### src/design/psi_pkg.sv
// ----------------------------------------------------------------------------
// psi_pkg: shared types and constants of the pose segment interpolator
// Fixed-point constants, segment descriptor and heading wrap helper.
// ----------------------------------------------------------------------------
package psi_pkg;

  localparam int MAX_STEPS = 63;
  localparam int FAR_BITS  = 27;                      // |dx| or |dy| >= 2^27 -> far
  localparam logic signed [17:0] PI_Q     = 18'sd25736;
  localparam logic signed [17:0] TWO_PI_Q = 18'sd51472;
  localparam logic [20:0] STEP_LEN_RESET  = 21'd102;

  // segment descriptor handed from front to back
  typedef struct packed {
    logic signed [31:0] sx;
    logic signed [31:0] sy;
    logic signed [32:0] dx;
    logic signed [32:0] dy;
    logic signed [15:0] hs;
    logic signed [15:0] dh;
    logic        [5:0]  steps;
  } seg_t;

  // one wrap into [-pi, pi]; inputs stay within about +-2pi
  function automatic logic signed [17:0] wrap_heading(input logic signed [17:0] a);
    logic signed [17:0] r;
    r = a;
    if (a > PI_Q) begin
      r = a - TWO_PI_Q;
    end else if (a < -PI_Q) begin
      r = a + TWO_PI_Q;
    end
    return r;
  endfunction

endpackage

### src/design/psi_back.sv
// ----------------------------------------------------------------------------
// psi_back: pose emission
// Divides the deltas by the step count bit-serially, then walks i = 0..steps
// with quotient/remainder accumulators into the output register.
// ----------------------------------------------------------------------------
module psi_back import psi_pkg::*; (
  input  logic               clk,
  input  logic               rst,
  input  logic               seg_valid,
  output logic               seg_ready,
  input  seg_t               seg_in,
  output logic               empty,
  input  logic               pop,
  output logic signed [31:0] pos_x,
  output logic signed [31:0] pos_y,
  output logic signed [15:0] heading,
  output logic [5:0]         step_index,
  output logic               last
);

  localparam logic [1:0] B_IDLE = 2'd0;
  localparam logic [1:0] B_DIV  = 2'd1;
  localparam logic [1:0] B_FIX  = 2'd2;
  localparam logic [1:0] B_EMIT = 2'd3;

  typedef struct packed {
    logic [32:0] quo;
    logic [6:0]  rem;
  } div_t;

  typedef struct packed {
    logic signed [33:0] q;
    logic [6:0]         r;
  } qr_t;

  function automatic div_t div_step(input div_t d, input logic [5:0] dv);
    div_t       o;
    logic [6:0] t;
    logic       ge;
    t  = {d.rem[5:0], d.quo[32]};
    ge = (t >= {1'b0, dv});
    o.rem = ge ? (t - {1'b0, dv}) : t;
    o.quo = {d.quo[31:0], ge};
    return o;
  endfunction

  // floor quotient with remainder in [0, steps)
  function automatic qr_t fix_sign(input div_t d, input logic neg, input logic [5:0] dv);
    qr_t o;
    o.q = 34'(d.quo);
    o.r = d.rem;
    if (neg) begin
      if (d.rem != 7'd0) begin
        o.q = -34'(d.quo) - 34'sd1;
        o.r = {1'b0, dv} - d.rem;
      end else begin
        o.q = -34'(d.quo);
      end
    end
    return o;
  endfunction

  function automatic qr_t acc_step(input qr_t a, input qr_t s, input logic [5:0] dv);
    qr_t        o;
    logic [6:0] t;
    t = a.r + s.r;
    if (t >= {1'b0, dv}) begin
      o.q = a.q + s.q + 34'sd1;
      o.r = t - {1'b0, dv};
    end else begin
      o.q = a.q + s.q;
      o.r = t;
    end
    return o;
  endfunction

  logic [1:0]  state;
  seg_t        seg;
  div_t        lx, ly, lh;
  qr_t         qx, qy, qh;
  qr_t         ax, ay, ah;
  logic [5:0]  cnt;
  logic [5:0]  i;
  logic        out_valid;
  logic        emit_ok;
  logic [32:0] mdh;

  assign seg_ready = (state == B_IDLE);
  assign emit_ok   = !out_valid || pop;
  assign empty     = !out_valid;
  assign mdh       = seg_in.dh[15] ? 33'(-34'(seg_in.dh)) : 33'(seg_in.dh);

  always_ff @(posedge clk) begin
    if (rst) begin
      state     <= B_IDLE;
      out_valid <= 1'b0;
    end else begin
      if (state == B_EMIT && emit_ok) begin
        out_valid <= 1'b1;
      end else if (pop) begin
        out_valid <= 1'b0;
      end
      unique case (state)
        B_IDLE: begin
          if (seg_valid) begin
            seg    <= seg_in;
            lx.quo <= seg_in.dx[32] ? 33'(-seg_in.dx) : 33'(seg_in.dx);
            ly.quo <= seg_in.dy[32] ? 33'(-seg_in.dy) : 33'(seg_in.dy);
            lh.quo <= mdh;
            lx.rem <= 7'd0;
            ly.rem <= 7'd0;
            lh.rem <= 7'd0;
            cnt    <= 6'd0;
            state  <= B_DIV;
          end
        end
        B_DIV: begin
          lx  <= div_step(lx, seg.steps);
          ly  <= div_step(ly, seg.steps);
          lh  <= div_step(lh, seg.steps);
          cnt <= cnt + 6'd1;
          if (cnt == 6'd32) state <= B_FIX;
        end
        B_FIX: begin
          qx    <= fix_sign(lx, seg.dx[32], seg.steps);
          qy    <= fix_sign(ly, seg.dy[32], seg.steps);
          qh    <= fix_sign(lh, seg.dh[15], seg.steps);
          ax    <= '0;
          ay    <= '0;
          ah    <= '0;
          i     <= 6'd0;
          state <= B_EMIT;
        end
        B_EMIT: begin
          if (emit_ok) begin
            pos_x      <= seg.sx + ax.q[31:0];
            pos_y      <= seg.sy + ay.q[31:0];
            heading    <= 16'(wrap_heading(18'(seg.hs) + ah.q[17:0]));
            step_index <= i;
            last       <= (i == seg.steps);
            ax         <= acc_step(ax, qx, seg.steps);
            ay         <= acc_step(ay, qy, seg.steps);
            ah         <= acc_step(ah, qh, seg.steps);
            i          <= i + 6'd1;
            if (i == seg.steps) state <= B_IDLE;
          end
        end
        default: state <= B_IDLE;
      endcase
    end
  end

`ifndef SYNTH
  a_index_bound: assert property (@(posedge clk) disable iff (rst)
    (state == B_EMIT) |-> (i <= seg.steps)) else $error("pose index past step count");
  a_last_ends: assert property (@(posedge clk) disable iff (rst)
    (state == B_EMIT && emit_ok && i == seg.steps) |=> (state == B_IDLE && last))
    else $error("final pose did not close segment");
  a_steps_live: assert property (@(posedge clk) disable iff (rst)
    (state != B_IDLE) |-> (seg.steps != 6'd0)) else $error("zero divisor in use");
`endif

endmodule

### config.mk
export PLATFORM = sky130hd
export DESIGN_NAME = psi_back
export DESIGN_NICKNAME = d
export VERILOG_FILES = /design/src/design/psi_pkg.sv /design/src/design/psi_back.sv
export SDC_FILE = /design/constraint.sdc
export NUM_CORES = 1
export LEC_CHECK = 0
export ABC_AREA = 0
export BUFFER_PORTS_ARGS = -buffer_cell sky130_fd_sc_hd__buf_2
export CORE_AREA = 10 10 337 339
export CTS_CLUSTER_DIAMETER = 100
export DETAILED_ROUTE_END_ITERATION = 7
export DIE_AREA = 0 0 347 349
export PLACE_DENSITY = 0.56
export SLEW_MARGIN = 0
export SYNTH_ARGS = -nofsm -noshare
export SYNTH_HDL_FRONTEND = slang
export SYNTH_SLANG_ARGS = --single-unit
export TNS_END_PERCENT = 50
### constraint.sdc
create_clock -name clk -period 13.6 [get_ports clk]
set_clock_uncertainty 0.2 [all_clocks]
set_input_delay 1.36 -clock clk [delete_from_list [all_inputs] [get_ports clk]]
set_output_delay 1.36 -clock clk [all_outputs]
set_load 0.05 [all_outputs]
==> results.py <==
metrics = {
    "grt": {
        "grt.overflow.total": 0,
        "grt_busiest_layer": "met2",
        "use_met3_pct": 2.599,
        "use_met2_pct": 24.68,
        "grt_max_degree": 127,
        "grt_usage_pct": 16.13,
        "gr-usage-met1_pct": 23.08,
        "grt_pass1_wl_mm": 157.1,
        "grt_antenna_before_repair": 19,
        "first_global_vias": 27370,
    },
    "floorplan": {
        "die_w_um": 347,
        "num_rows": 120,
        "fp.dieH_um": 349,
        "die_area_mm2": 0.1211,
        "io_pins": 261,
        "start_util_pct": 34.77,
        "core_area_mm2": 0.1066,
    },
    "worst_hold_path": {
        "hold_class": "reg -> reg",
        "hold_end": "lh[37]$_DFFE_PP_",
        "hold_depth": 1,
        "min-delay-start": "lh[36]$_DFFE_PP_",
    },
    "clock_network": {
        "cts_resized": 0,
        "numClockSinks": 517,
        "hold_buffers": 0,
        "numCtsBuffers": 66,
        "htree_levels": 3,
        "cts_setup_buffers": 0,
        "clk_path_buf_depth": 3,
        "clock-root-buffer": "clkbuf_16",
        "cts_tree": "done",
        "path_clk_slew_ns": 0.06,
        "clk_latency_ns": 0.63,
    },
    "worst_setup_path": {
        "cp_num_buf_inv": 2,
        "regToRegStartpoint": "seg[1]$_DFFE_PP_",
        "required_ns": 13.77,
        "path_cells": "inv_1 -> ha_1 -> nor2b_1 -> o21ai_0 -> a21boi_0 -> o21ai_0 -> a31oi_1 -> o311ai_1 -> buf_4 -> or4_1 -> nor3_1 -> a31oi_1 -> a41o_1",
        "worstSetupEndpointType": "register",
        "cp-start-kind": "register",
        "r2r_end": "ay[38]$_SDFFCE_PN0P_",
        "reg2reg_slack_ns": 8.61,
        "crit_slowest_cell": "edfxtp_1",
        "critPathKind": "reg -> reg",
        "reg2regPathDepth": 13,
        "critPathTopFamily": "compound AO/OA/AOI/OAI gates",
        "path_max_fanout": 12,
        "critPathArrivalTime_ns": 5.17,
        "cp.depth": 13,
        "cp_slowest_stage_delay_ns": 0.66,
    },
    "pwr": {
        "ir_drop_mv": 0.07995,
        "powerDensity_mw_per_mm2": 175.8,
        "p_leak_nw": 15.65,
        "total_power_mw": 7.393,
    },
    "placed_design": {
        "dp_hpwl_mm": 77.20,
        "gp_congestion": 0.8720,
        "preCtsSetupSlack_ns": 8.663,
        "dpl.cell_count": 5361,
        "post_dp_cell_area_mm2": 0.03985,
        "place.port_buffers": 260,
    },
    "sta": {
        "fin_crit_ns": 4.994,
        "hold_violations": 0,
        "worst_slew_pin_slew_ns": 1.037,
        "rsz0062_at_grt": "no",
        "slew_headroom_pct": 30.47,
        "setup_violations": 0,
        "fin_crit_sh_pct": 36.72,
        "fin_ws_ns": 8.606,
        "whs_ns": 0.3166,
        "setup_tns_ns": 0,
        "fmax_mhz": 200.2,
        "drv_slew": 0,
    },
    "drt": {
        "drt_iter0_drc": 1838,
        "drtPass1Iterations": 6,
        "drc_errors": 0,
        "routed_via_density": 5.275,
        "ant_nets": 0,
        "wl_mm": 100.9,
        "num_vias": 28938,
        "routedWlPerCell_um": 18.39,
    },
    "synth": {
        "yosysTopAreaCell": "edfxtp_1",
        "synth_area_mm2": 0.03706,
        "yosysMostFrequentCell": "edfxtp_1",
        "ys_seq_area_share_pct": 41.81,
        "synthCells": 3803,
        "ys_ff_latch": 517,
        "synth-edff-count": 514,
        "synthFlopType": "edfxtp_1",
        "synth_area_per_cell_um2": 9.746,
        "synthTopCellsByCount": "514 x edfxtp_1, 312 x nand2_1, 312 x nor2_1, 288 x xnor2_1, 251 x ha_1",
        "synth_nets": 4244,
        "yosys_warnings": 0,
        "ys_top_cells_by_area": "edfxtp_1 42%, ha_1 8.5%, xnor2_1 6.8%, xor2_1 4.0%, o21ai_0 3.3%",
        "synth.distinct_cells": 84,
        "ys_async_sr_fraction_pct": 0,
        "synth.top_cell.area_share_pct": 41.64,
    },
    "final_layout": {
        "finalNonFillerCells": 5486,
        "drive_above_1_share_pct": 10.87,
        "nFillCells": 10514,
        "final_area_mm2": 0.04206,
        "final_util_pct": 39.46,
        "nets": 4467,
        "syn_to_final_growth_pct": 13.48,
    },
    "run_status": {
        "outcome": "completed",
    },
    "job": {
        "max_cap_viol_count": 0,
    },
}
worst max-delay path by stage:
stage,from,to
2_1_floorplan,pop,ah[0]$_SDFFCE_PN0P_
3_3_place_gp,seg[1]$_DFFE_PP_,ay[38]$_SDFFCE_PN0P_
3_5_place_dp,seg[1]$_DFFE_PP_,ay[38]$_SDFFCE_PN0P_
4_1_cts,seg[1]$_DFFE_PP_,ay[38]$_SDFFCE_PN0P_
5_1_grt,seg[1]$_DFFE_PP_,ay[38]$_SDFFCE_PN0P_
6_report,seg[1]$_DFFE_PP_,ay[38]$_SDFFCE_PN0P_
power breakdown:
group	total, mW	switching [mW]	internal, mW
logic	3.10	1.87	1.23
clock network	1.80	0.723	1.07
registers	2.50	0.276	2.22
flip-flops by register name, summed over array words and instances, names as in the netlist, 2 cells and up:
| name | cells |
|---|---|
| ah | 25 |
| ax | 39 |
| ay | 39 |
| cnt | 6 |
| heading | 16 |
| i | 6 |
| lh | 40 |
| lx | 40 |
| ly | 40 |
| pos_x | 32 |
| pos_y | 32 |
| qh | 25 |
| qx | 39 |
| qy | 39 |
| seg | 89 |
| state | 2 |
| step_index | 6 |
placed cells by master (no fill, tap or decap), types with 12 or more instances in the layout:
cell type	Yosys	routed
a211o_1	14	14
a211oi_1	44	44
a21boi_0	13	13
a21o_1	96	95
a21oi_1	217	217
a31oi_1	32	32
and2_1	57	57
and3_1	29	29
and4_1	14	14
buf_2	3	260
buf_4	1	24
clkbuf_16	0	68
clkinv_1	0	12
edfxtp_1	514	514
fa_1	18	18
ha_1	251	250
inv_1	146	145
mux2i_1	30	30
nand2_1	312	312
nand2b_1	52	52
nand3_1	106	106
nand4_1	47	47
nor2_1	312	311
nor2b_1	59	58
nor3_1	107	106
nor3b_1	14	12
nor4_1	46	46
o211ai_1	22	22
o21a_1	44	44
o21ai_0	244	244
o21bai_1	30	30
o22ai_1	30	30
o31ai_1	41	41
o41ai_1	15	15
or2_2	23	23
or3_1	53	53
or4_1	26	26
xnor2_1	288	288
xor2_1	171	171
cells by family (layout without fill, tap and decap cells):
logic type	after synthesis	count (layout)	share of synthesized area, %
AND/OR/NAND/NOR	1295	1295	17.46
AO/OA/AOI/OAI	953	953	16.64
flip-flops	517	517	41.81
XOR/XNOR	459	459	10.85
buffers and inverters	276	549	2.876
adder cells (fa/ha/maj)	269	269	9.446
multiplexers	34	34	0.9317
other	0	7	0
routing by layer:
metal  vias up  wire length (um)
li1      14587                 -
met1     13586             49770
met2       615             43670
met3       134              4862
met4        16              2494
met5         -               109
worst register-to-register path: cells and delay by family, from the launching register on:
family	cells	cell delay [ns]
and+or+nand+nor	3	1.34
AOI/OAI and AO/OA	7	1.44
DFF	1	0.66
buffers and inverters	2	0.67
adders and majority gates	1	0.46
area by class of cell:
| cell class | count | area [um^2] | share of cell area, % |
|---|---|---|---|
| diodes | 7 | 17.52 | 0.04165 |
| clock buffers | 78 | 1739 | 4.135 |
| clock inverters | 40 | 449.2 | 1.068 |
| inverters | 146 | 550.5 | 1.309 |
| multi-input cells | 3010 | 20550 | 48.86 |
| flip-flops and latches | 517 | 15490 | 36.84 |
| well taps | 1403 | 1755 | 4.174 |
| repair buffers | 285 | 1501 | 3.570 |
Power figures use the tool's default switching activity.
