File: src/design/psi_pkg.sv
// ----------------------------------------------------------------------------
// psi_pkg: shared types and constants of the pose segment interpolator
// Fixed-point constants, segment descriptor and heading wrap helper.
// ----------------------------------------------------------------------------
package psi_pkg;

  localparam int MAX_STEPS = 63;
  localparam int FAR_BITS  = 27;                      // |dx| or |dy| >= 2^27 -> far
  localparam logic signed [17:0] PI_Q     = 18'sd25736;
  localparam logic signed [17:0] TWO_PI_Q = 18'sd51472;
  localparam logic [20:0] STEP_LEN_RESET  = 21'd102;

  // segment descriptor handed from front to back
  typedef struct packed {
    logic signed [31:0] sx;
    logic signed [31:0] sy;
    logic signed [32:0] dx;
    logic signed [32:0] dy;
    logic signed [15:0] hs;
    logic signed [15:0] dh;
    logic        [5:0]  steps;
  } seg_t;

  // one wrap into [-pi, pi]; inputs stay within about +-2pi
  function automatic logic signed [17:0] wrap_heading(input logic signed [17:0] a);
    logic signed [17:0] r;
    r = a;
    if (a > PI_Q) begin
      r = a - TWO_PI_Q;
    end else if (a < -PI_Q) begin
      r = a + TWO_PI_Q;
    end
    return r;
  endfunction

endpackage

File: src/design/psi_queue.sv
// ----------------------------------------------------------------------------
// psi_queue: two-entry segment queue
// Decouples step counting from pose emission.
// ----------------------------------------------------------------------------
module psi_queue import psi_pkg::*; (
  input  logic clk,
  input  logic rst,
  input  logic in_valid,
  output logic in_ready,
  input  seg_t in_data,
  output logic out_valid,
  input  logic out_ready,
  output seg_t out_data
);

  seg_t       mem [2];
  logic       wp, rp;
  logic [1:0] count;
  logic       wr, rd;

  assign in_ready  = (count != 2'd2);
  assign out_valid = (count != 2'd0);
  assign wr        = in_valid && in_ready;
  assign rd        = out_valid && out_ready;
  assign out_data  = mem[rp];

  always_ff @(posedge clk) begin
    if (wr) mem[wp] <= in_data;
  end

  always_ff @(posedge clk) begin
    if (rst) begin
      wp    <= 1'b0;
      rp    <= 1'b0;
      count <= 2'd0;
    end else begin
      if (wr) wp <= ~wp;
      if (rd) rp <= ~rp;
      count <= count + 2'(wr) - 2'(rd);
    end
  end

endmodule

File: config.mk
export PLATFORM = sky130hd
export DESIGN_NAME = psi_queue
export DESIGN_NICKNAME = d
export VERILOG_FILES = /design/src/design/psi_pkg.sv /design/src/design/psi_queue.sv
export SDC_FILE = /design/constraint.sdc
export NUM_CORES = 1
export LEC_CHECK = 0
export ABC_CLOCK_PERIOD_IN_PS = 10170
export BUFFER_PORTS_ARGS = -buffer_cell sky130_fd_sc_hd__buf_2
export CAP_MARGIN = 20
export CORE_ASPECT_RATIO = 1.75
export CORE_UTILIZATION = 47
export DETAILED_ROUTE_END_ITERATION = 7
export PLACE_DENSITY = 0.77
export SYNTH_ARGS = -nofsm -noshare
export SYNTH_HDL_FRONTEND = slang
export SYNTH_SLANG_ARGS = --single-unit
File: constraint.sdc
create_clock -name clk -period 10.17 [get_ports clk]
set_clock_uncertainty 0.05 [all_clocks]
set_input_delay 2.034 -clock clk [delete_from_list [all_inputs] [get_ports clk]]
set_output_delay 2.034 -clock clk [all_outputs]
set_load 0.005 [all_outputs]
==> parameters.txt, run 1 <==
Parameter                              Value

Outcome
  Run status ... finished clean

Clocking
  TritonCTS Sinks ... 341
  Hold_buf cts ... 0
  Clk Tree Root Cell ... clkbuf_16
  Clock insertion delay at the later pin of the skew report ... 0.56 ns
  Deepest clock path buffer count ... 3
  Number of H-tree branching levels ... 1
  CTS resizes ... 0
  Number of buffers inserted during clock tree synthesis ... 30
  Clock transition time at the flip-flop clock pins of the worst setup and hold paths ... 0.07 ns
  Buffer count from post-CTS setup fixing ... 0
  TritonCTS clock tree ... built

Yosys
  EDFF count, synth ... 336
  Share of flip-flops with an asynchronous set or reset ... 0%
  Fraction of post-synthesis cell area in the top cell type by area ... 79.0%
  Most frequently used cell type in the post-synthesis netlist ... edfxtp_1
  Total standard cell area after synthesis ... 0.0128 sq mm
  Count of mapped cells out of synthesis ... 547
  Avg Inst Size Synth ... 23.4 sq um
  FF+latch count, synth ... 341
  Cell types with the highest counts after synthesis ... 336 x edfxtp_1, 101 x mux2_4, 68 x mux2_2
  Cell taking the most area after synthesis ... edfxtp_1
  Top area cells in the synthesized netlist ... edfxtp_1 79%, mux2_4 12%, mux2_2 6.0%
  XOR/XNOR Fraction of Synth Area ... 0.206%
  Post-synth cell types ... 17
  Main synth FF type ... edfxtp_1
  Complex-gate fraction of the synthesized area ... 0.0588%
  Mapped Nets ... 721
  Share of synthesized cell area in full adder, half adder and majority cells ... 0.196%
  Multiplexer share of the synthesized area ... 17.9%
  Post-synthesis simple-gate area fraction ... 0.421%
  Number of warnings reported in the yosys synthesis log ... 0
  Part of the Yosys area used for sequential elements ... 79.7%
  Main combinational cell family by area after synthesis ... multiplexers

Worst setup path
  Sort of element at the start of the critical path ... flip-flop
  Arrival time reported for the critical path endpoint ... 3.09 ns
  Master of the slowest instance on the critical path ... dfxtp_4
  Worst path cell trace ... buf_4, mux2_2, buf_2
  Req. time, crit path ... 8.09 ns
  Category of the critical setup timing path ... flip-flop to output port
  Critical Path Fanout Max ... 62
  Endpoint class of the critical path ... output port
  Largest stage delay on the critical path ... 0.98 ns

Floorplanning
  Die area ... 0.0279 sq mm
  Core area ... 0.0267 sq mm
  Effective utilization at floorplan ... 47.9%
  Die Span X ... 127 um
  Height of the chip ... 220 um
  Standard-cell rows ... 79
  Top-level port count ... 342

Routing
  Average via count per standard cell ... 5.00
  First DRT Iteration DRCs ... 308
  Number of detailed-routing iterations run before antenna repair ... 4
  Post-detailed-route DRC marker count ... 0
  Average routed wire per standard cell ... 18.9 um
  Total wire length ... 24.0 mm
  Number of vias after detailed routing ... 6,324
  Count of nets left with antenna violations after detail routing ... 0

GRT
  Via count of the first global-routing pass ... 6,521
  Maximum number of pins on one net before global-route repair ... 77
  Total routing usage reported by global routing ... 16.6%
  GR Overflow Total ... 0
  Number of antenna violations at the first check in global routing ... 14
  Wire length of the first global-routing pass ... 34.7 mm

Power
  Relative contribution of sequential cells to total power ... 48.9%
  Power density over the cells ... 239 mW/mm^2
  Switching fraction of total power ... 24.7%
  Part of the total power dissipated in the clock network ... 28.6%
  Static leakage power ... 6.05 nW
  Worst vdd ir ... 195 uV
  Logic pwr share ... 22.4%
  Int Power ... 2.84 mW
  Net switching power of the design ... 932 uW

Final layout
  Synthesis-to-layout area growth ... 23.3%
  FF/Latch Area ... 0.0102 sq mm
  Finished Core Util ... 59.0%
  Net count reported at finish ... 1,082
  Fraction of final layout cells with drive strength greater than 1 ... 60.3%
  Design area ... 0.0158 sq mm
  Count of fill cells added during filler insertion ... 1,998
  Area of the multi-input gates ... 0.00241 sq mm

Hold path
  Worst min-delay path class ... flip-flop to flip-flop

STA
  Number of max-slew violations in the final report ... 0
  Setup TNS ... 0 ns
  Setup violators final ... 0
  Upper clock frequency limit ... 193 MHz
  Slew at the pin closest to its max-slew limit ... 1.04 ns
  Share of the clock period used by the worst path ... 50.9%
  Final critical path time including I/O delays and setup ... 5.18 ns
  RSZ-0062 raised after global routing ... no
  Final Hold Vio Count ... 0
  Rel. slew slack ... 30.3%

Placement
  Global placer's final weighted congestion ... 0.752
  Cell area reported after detailed placement ... 0.0148 sq mm
  Port Buffers ... 341
  Detailed placer's ending HPWL ... 16.3 mm

Job
  Number of max-cap violations ... 0
-- metrics by stage --
| stage | hold slack [ns] | total power [mW] | instances | worst slack (ns) |
|---|---|---|---|---|
| finish | 0.495 | 3.77 | 1266 | 4.99 |
| global route | 0.547 | 3.93 | 1263 | 4.79 |
| CTS | 0.509 | 3.82 | 1255 | 4.90 |
| detailed placement | 0.491 | 2.73 | 1199 | 5.52 |
| global placement | 0.446 | 2.71 | 1199 | 5.54 |
| floorplan | 0.431 | 2.45 | 547 | 0.334 |
-- placed cells by master, fill, tap and decap left out, drive strengths merged --
cell type,n
edfxtp,336
diode,10
o21a,1
inv,1
or2,1
bufinv,2
clkinv,13
dfxtp,5
mux2,169
nor2,5
xor2,1
ha,2
nand2b,1
nor2b,2
and3,1
buf,348
xnor2,2
clkinvlp,3
nand2,1
clkbuf,38
-- sequential cells by signal, summed over array words and instances, names as in the netlist, named ones only --
register / cells
count: 2
mem: 336
rp: 1
wp: 1
-- metal layers --
metal	vias up	share of wire, %	global-route usage, %
met3	51	7.8	5.20
met4	8	3.7	9.08
met1	3087	33	16.4
met5	-	0.25	0
met2	256	55	30.7
li1	2922	-	-
-- cell type report --
class,count,area share (%)
Multi-Input combinational cell,186,15.3
Clock inverter,18,0.898
Antenna cell,10,0.159
Clock buffer,38,5.09
Timing Repair Buffer,348,11.2
Sequential cell,341,64.7
Inverter,1,0.0238
Tap cell,324,2.57
-- worst paths after layout --
| path | startpoint | end | slack, ns | cells past startpoint |
|---|---|---|---|---|
| setup reg to reg | count[0] | mem[1][124] | 7.69 | 3 |
| hold / removal | rp | rp | 0.49 | 2 |
| hold reg to reg | rp | rp | 0.49 | 2 |
| setup / recovery | flip-flop | out_data[165] | 4.99 | 3 |
-- power groups by stage --
stage               Combinational, mW  Clock (mW)  Sequential, mW
floorplan                       0.576           0            1.87
global placement                0.840           0            1.87
detailed placement              0.851           0            1.88
CTS                             0.854        1.11            1.85
global route                    0.908        1.16            1.86
finish                          0.845        1.08            1.85
-- worst max-delay path: cells and delay by family, from the launching register on --
kind | cells | cell delay (ns)
buffers and inverters | 2 | 1.02
flip-flops | 1 | 0.98
multiplexers | 1 | 0.43
-- cells by family after synthesis --
logic type,Yosys count
DFF,341
muxes,169
buffers and inverters,20
and+or+nand+nor,11
xor gates and xnor gates,3
adders and majority gates,2
AOI/OAI and AO/OA,1
(Power assumes the default switching activity.)
==> inputs of run 2 (changes only) <==
- ABC_AREA: not set -> 1
- ABC_CLOCK_PERIOD_IN_PS: 10170 -> 5400
- CORE_UTILIZATION: 47 -> 50
- PLACE_DENSITY: 0.77 -> 0.78
- clock period: 10.17 -> 5.4 ns (I/O delays scaled with it)
==> parameters.txt, run 2 <==
Parameter                              Value

Clocking
  Deepest clock path buffer count ... 3
  CTS resizes ... 0
  TritonCTS Sinks ... 341
  Buffer count from post-CTS setup fixing ... 0
  Hold_buf cts ... 0
  Clock insertion delay at the later pin of the skew report ... 0.54 ns
  Clk Tree Root Cell ... clkbuf_16
  TritonCTS clock tree ... built
  Number of buffers inserted during clock tree synthesis ... 29
  Number of H-tree branching levels ... 1
  Clock transition time at the flip-flop clock pins of the worst setup and hold paths ... 0.07 ns

STA
  Final critical path time including I/O delays and setup ... 3.71 ns
  Setup violators final ... 0
  Share of the clock period used by the worst path ... 68.8%
  Rel. slew slack ... 40.8%
  RSZ-0062 raised after global routing ... no
  Upper clock frequency limit ... 269 MHz
  Final Hold Vio Count ... 0
  Min Hold Slack ... 0.468 ns
  Slew at the pin closest to its max-slew limit ... 0.888 ns
  Setup TNS ... 0 ns
  Number of max-slew violations in the final report ... 0

Yosys
  Fraction of post-synthesis cell area in the top cell type by area ... 78.9%
  Main synth FF type ... edfxtp_1
  Count of mapped cells out of synthesis ... 560
  Cell types with the highest counts after synthesis ... 336 x edfxtp_1, 101 x mux2_4, 67 x mux2_2
  Top area cells in the synthesized netlist ... edfxtp_1 79%, mux2_4 12%, mux2_2 5.9%
  Number of warnings reported in the yosys synthesis log ... 0
  Most frequently used cell type in the post-synthesis netlist ... edfxtp_1
  EDFF count, synth ... 336
  Part of the Yosys area used for sequential elements ... 79.6%
  FF+latch count, synth ... 341
  Post-synth cell types ... 12
  Share of flip-flops with an asynchronous set or reset ... 0%
  Avg Inst Size Synth ... 22.8 sq um
  Mapped Nets ... 734
  Total standard cell area after synthesis ... 0.0128 sq mm
  Cell taking the most area after synthesis ... edfxtp_1

Routing
  Number of vias after detailed routing ... 6,363
  Number of detailed-routing iterations run before antenna repair ... 4
  Average routed wire per standard cell ... 19.2 um
  First DRT Iteration DRCs ... 356
  Total wire length ... 24.3 mm
  Average via count per standard cell ... 5.03
  Post-detailed-route DRC marker count ... 0
  Count of nets left with antenna violations after detail routing ... 0

Placement
  Port Buffers ... 341
  Detailed placer's ending HPWL ... 16.6 mm
  Cell Count Post-Placement ... 1,204
  Global placer's final weighted congestion ... 0.797

Final layout
  Most common cell after layout, fill and taps aside ... buf_2
  Fraction of final layout cells with drive strength greater than 1 ... 59.6%
  Most frequent cells in the layout ... 341 x buf_2, 336 x edfxtp_1, 101 x mux2_4
  Largest registers ... mem: 336 flops, count: 2 flops
  Max reg flops ... 336
  Net count reported at finish ... 1,093
  Synthesis-to-layout area growth ... 23.4%
  Count of placed standard cells in the final layout, fillers left out ... 1,265
  Top reg by flops ... mem

Power
  Int Power ... 5.38 mW
  Power density over the cells ... 452 mW/mm^2
  Relative contribution of sequential cells to total power ... 48.7%
  Part of the total power dissipated in the clock network ... 29.1%
  Power Total ... 7.14 mW
  Switching fraction of total power ... 24.6%
  Worst vdd ir ... 372 uV
  Static leakage power ... 6.09 nW
  Logic pwr share ... 22.1%
  Net switching power of the design ... 1.76 mW

Floorplanning
  Die Span X ... 123 um
  Height of the chip ... 214 um
  Standard-cell rows ... 77
  Top-level port count ... 342
  Die area ... 0.0263 sq mm
  Effective utilization at floorplan ... 50.7%
  Core area ... 0.0252 sq mm

Job
  Number of max-cap violations ... 0

Worst setup path
  Endpoint of the most critical setup path ... out_data[12]
  Critical Path Fanout Max ... 100
  Arrival time reported for the critical path endpoint ... 2.58 ns
  Sort of element at the start of the critical path ... flip-flop
  Req. time, crit path ... 4.27 ns
  Reg-to-reg startpoint ... count[0]
  Endpoint class of the critical path ... output port
  Category of the critical setup timing path ... flip-flop to output port
  Setup slack on the worst flop-to-flop path ... 3.07 ns
  Reg-to-Reg End ... mem[0][76]
  Worst r2r path cells ... 5

GRT
  Maximum number of pins on one net before global-route repair ... 101
  GR Overflow Total ... 0
  Total routing usage reported by global routing ... 17.9%
  Wire length of the first global-routing pass ... 34.6 mm
  Number of antenna violations at the first check in global routing ... 8
  Via count of the first global-routing pass ... 6,493

Hold path
  Worst min-delay path class ... flip-flop to flip-flop

Outcome
  Run status ... finished clean
-- run 2: cell types whose count changed in the layout (fill, tap and decap cells not counted), moves of 3 or more --
cell      before  now
inv_1          1    7
nand2_1        1    8
nand3_1        0    3
nor2_1         4    8
clkbuf_1       7    3
buf_4          6    3
-- run 2: kinds of logic after synthesis --
logic type | after synthesis | share of synthesized area, %
AOI/OAI and AO/OA | 2 | 0.0782
buffers and inverters | 27 | 1.71
muxes | 168 | 17.8
and+or+nand+nor | 20 | 0.616
adders and majority gates | 2 | 0.196
DFF | 341 | 79.6
-- run 2: layout make-up --
cell class | count | area (sq um)
Antenna cell | 8 | 20.0
Clock buffer | 33 | 751
Clock inverter | 20 | 206
Fill cell | 1812 | 9460
Inverter | 8 | 35.0
Multi-Input combinational cell | 192 | 2390
Sequential cell | 341 | 10200
Tap cell | 316 | 395
Timing Repair Buffer | 347 | 1790
-- run 2: worst min path at each step --
stage	startpoint	end	slack (ns)	depth (start not counted)
finish	rp	flip-flop	0.47	2
floorplan	rp	flip-flop	0.42	2
global placement	rp	rp	0.43	2
global route	rp	rp	0.50	2
detailed placement	rp	flip-flop	0.43	2
CTS	rp	flip-flop	0.46	2
-- run 2: worst max-delay path, cell delays in order (launching register included) --
cell and delay [ns]:
dfxtp_4 0.77, buf_12 0.51, mux2_2 0.42, buf_2 0.13
-- run 2: routing by layer --
layer  global-route usage, %  vias to the layer above  share of wire (%)
li1                        -                     2936                  -
met1                    17.9                     3149                 33
met2                    33.8                      230                 57
met3                    4.12                       46                6.8
met4                    9.08                        2                3.3
met5                       0                        -              0.045
-- run 2: per-stage QoR --
step,area (sq um),setup WS [ns],util (%)
floorplan,12800,0.401,-
global placement,14800,2.28,58.7
detailed placement,14800,2.27,58.7
CTS,15800,1.68,62.4
global route,15800,1.58,62.5
finish,15800,1.69,62.5
-- run 2: power groups by stage --
| stage | Clock (mW) | Sequential [mW] | Combinational, mW |
|---|---|---|---|
| finish | 2.08 | 3.48 | 1.58 |
| global route | 2.22 | 3.51 | 1.71 |
| CTS | 2.12 | 3.48 | 1.61 |
| detailed placement | 0 | 3.54 | 1.60 |
| global placement | 0 | 3.52 | 1.58 |
| floorplan | 0 | 3.50 | 1.05 |
==> inputs of run 3 (changes only) <==
- ABC_CLOCK_PERIOD_IN_PS: 5400 -> 3300
- CORE_UTILIZATION: 50 -> 47
- PLACE_DENSITY: 0.78 -> 0.77
- clock period: 5.4 -> 3.3 ns (I/O delays scaled with it)
==> parameters.txt, run 3 (synthesis results as in run 2) <==
Parameter                              Value

Clocking
  Clk Tree Root Cell ... clkbuf_16
  Clock insertion delay at the later pin of the skew report ... 0.56 ns
  Hold_buf cts ... 0
  Deepest clock path buffer count ... 3
  CTS resizes ... 0
  Clock transition time at the flip-flop clock pins of the worst setup and hold paths ... 0.07 ns
  TritonCTS Sinks ... 341
  TritonCTS clock tree ... built
  Number of buffers inserted during clock tree synthesis ... 29
  Buffer count from post-CTS setup fixing ... 0
  Number of H-tree branching levels ... 1

Power
  Power density over the cells ... 730 mW/mm^2
  Static leakage power ... 6.10 nW
  Worst vdd ir ... 502 uV

Placement
  Global placer's final weighted congestion ... 0.740
  Port Buffers ... 341
  Cell area reported after detailed placement ... 0.0149 sq mm
  Detailed placer's ending HPWL ... 16.5 mm
  Cell Count Post-Placement ... 1,216

Floorplanning
  Height of the chip ... 220 um
  Die Span X ... 127 um
  Die area ... 0.0279 sq mm
  Effective utilization at floorplan ... 47.9%
  Core area ... 0.0267 sq mm
  Standard-cell rows ... 79
  Top-level port count ... 342

Final layout
  Area of the multi-input gates ... 0.00240 sq mm
  Design area ... 0.0158 sq mm
  Largest registers ... mem: 336 flops, count: 2 flops
  Most common cell after layout, fill and taps aside ... buf_2
  Fraction of final layout cells with drive strength greater than 1 ... 59.8%
  Count of placed standard cells in the final layout, fillers left out ... 1,277
  Most frequent cells in the layout ... 341 x buf_2, 336 x edfxtp_1, 101 x mux2_4
  Count of fill cells added during filler insertion ... 1,988
  Top reg by flops ... mem
  Finished Core Util ... 59.2%
  Max reg flops ... 336
  FF/Latch Area ... 0.0102 sq mm
  Net count reported at finish ... 1,097
  Synthesis-to-layout area growth ... 23.6%

STA
  Final Hold Vio Count ... 0
  RSZ-0062 raised after global routing ... no
  Rel. slew slack ... 48.7%
  Upper clock frequency limit ... 352 MHz
  Final critical path time including I/O delays and setup ... 2.84 ns
  Slew at the pin closest to its max-slew limit ... 0.770 ns
  Setup violators final ... 0
  Share of the clock period used by the worst path ... 86.0%
  Number of max-slew violations in the final report ... 0

Worst setup path
  Critical path's top delay family ... flip-flops
  Largest stage delay on the critical path ... 0.68 ns
  Category of the critical setup timing path ... flip-flop to output port
  Number of buffers and inverters on the critical path ... 2
  Worst path cell trace ... buf_4, mux2_4, buf_2
  Endpoint class of the critical path ... output port
  Arrival time reported for the critical path endpoint ... 2.13 ns
  Critical Path Fanout Max ... 26
  Sort of element at the start of the critical path ... flip-flop
  Req. time, crit path ... 2.59 ns
  Master of the slowest instance on the critical path ... dfxtp_4

Routing
  Number of vias after detailed routing ... 6,344
  Average via count per standard cell ... 4.97
  Total wire length ... 24.3 mm
  Post-detailed-route DRC marker count ... 0
  First DRT Iteration DRCs ... 316
  Average routed wire per standard cell ... 19.0 um
  Count of nets left with antenna violations after detail routing ... 0
  Number of detailed-routing iterations run before antenna repair ... 4

GRT
  Maximum number of pins on one net before global-route repair ... 117
  Wire length of the first global-routing pass ... 35.0 mm
  Number of antenna violations at the first check in global routing ... 7
  GR Overflow Total ... 0
  Via count of the first global-routing pass ... 6,477
  Total routing usage reported by global routing ... 16.7%

Outcome
  Run status ... finished clean

Job
  Number of max-cap violations ... 0

Hold path
  Worst min-delay path class ... input pin to flip-flop
## run 3: cell count changes in the layout (fill, tap and decap cells not counted), moves of 2 or more
cell	before	now
clkinv_2	4	8
buf_12	3	6
bufinv_16	4	2
clkbuf_1	3	5
## run 3: where the power goes
| part | switching [mW] | internal [mW] | leakage [nW] |
|---|---|---|---|
| Sequential | 0.195 | 5.48 | 3.18 |
| Combinational | 1.24 | 1.41 | 2.48 |
| Clock | 1.45 | 1.77 | 0.439 |
## run 3: final timing paths
check	cells after the start	startpoint	slack, ns	end
max	3	flip-flop	0.46	out_data[49]
min	2	rst	0.21	count[0]
max reg2reg	5	count[0]	1.30	mem[1][55]
min reg2reg	2	rp	0.48	rp
## run 3: worst reg2reg max path: stages (launching register included)
cell and delay, ns:
dfxtp_1 0.37, inv_1 0.07, nand2_1 0.16, nand3_2 0.12
clkinvlp_4 0.45, buf_12 0.40
## run 3: cell type report
type | count | area share [%]
clock inverters | 20 | 0.950
inverters | 8 | 0.214
diodes | 7 | 0.111
flip-flops and latches | 341 | 64.5
clock buffers | 34 | 4.71
repair buffers | 351 | 11.7
multi-input cells | 192 | 15.2
well taps | 324 | 2.56
## run 3: per-layer routing
metal	global-route usage, %	wire [um]	up-vias
met5	0	15	-
met3	4.11	1520	51
met1	16.7	8180	3099
met2	32.2	13700	246
met4	7.46	866	2
li1	-	-	2946
## run 3: metrics by stage
stage	hold slack (ns)	setup WS, ns	power [mW]	TNS [ns]
floorplan	0.417	-0.373	7.44	-125.15
global placement	0.444	0.999	8.39	0
detailed placement	0.472	0.978	8.46	0
CTS	0.181	0.380	11.7	0
global route	0.211	0.349	12.0	0
finish	0.212	0.462	11.5	0
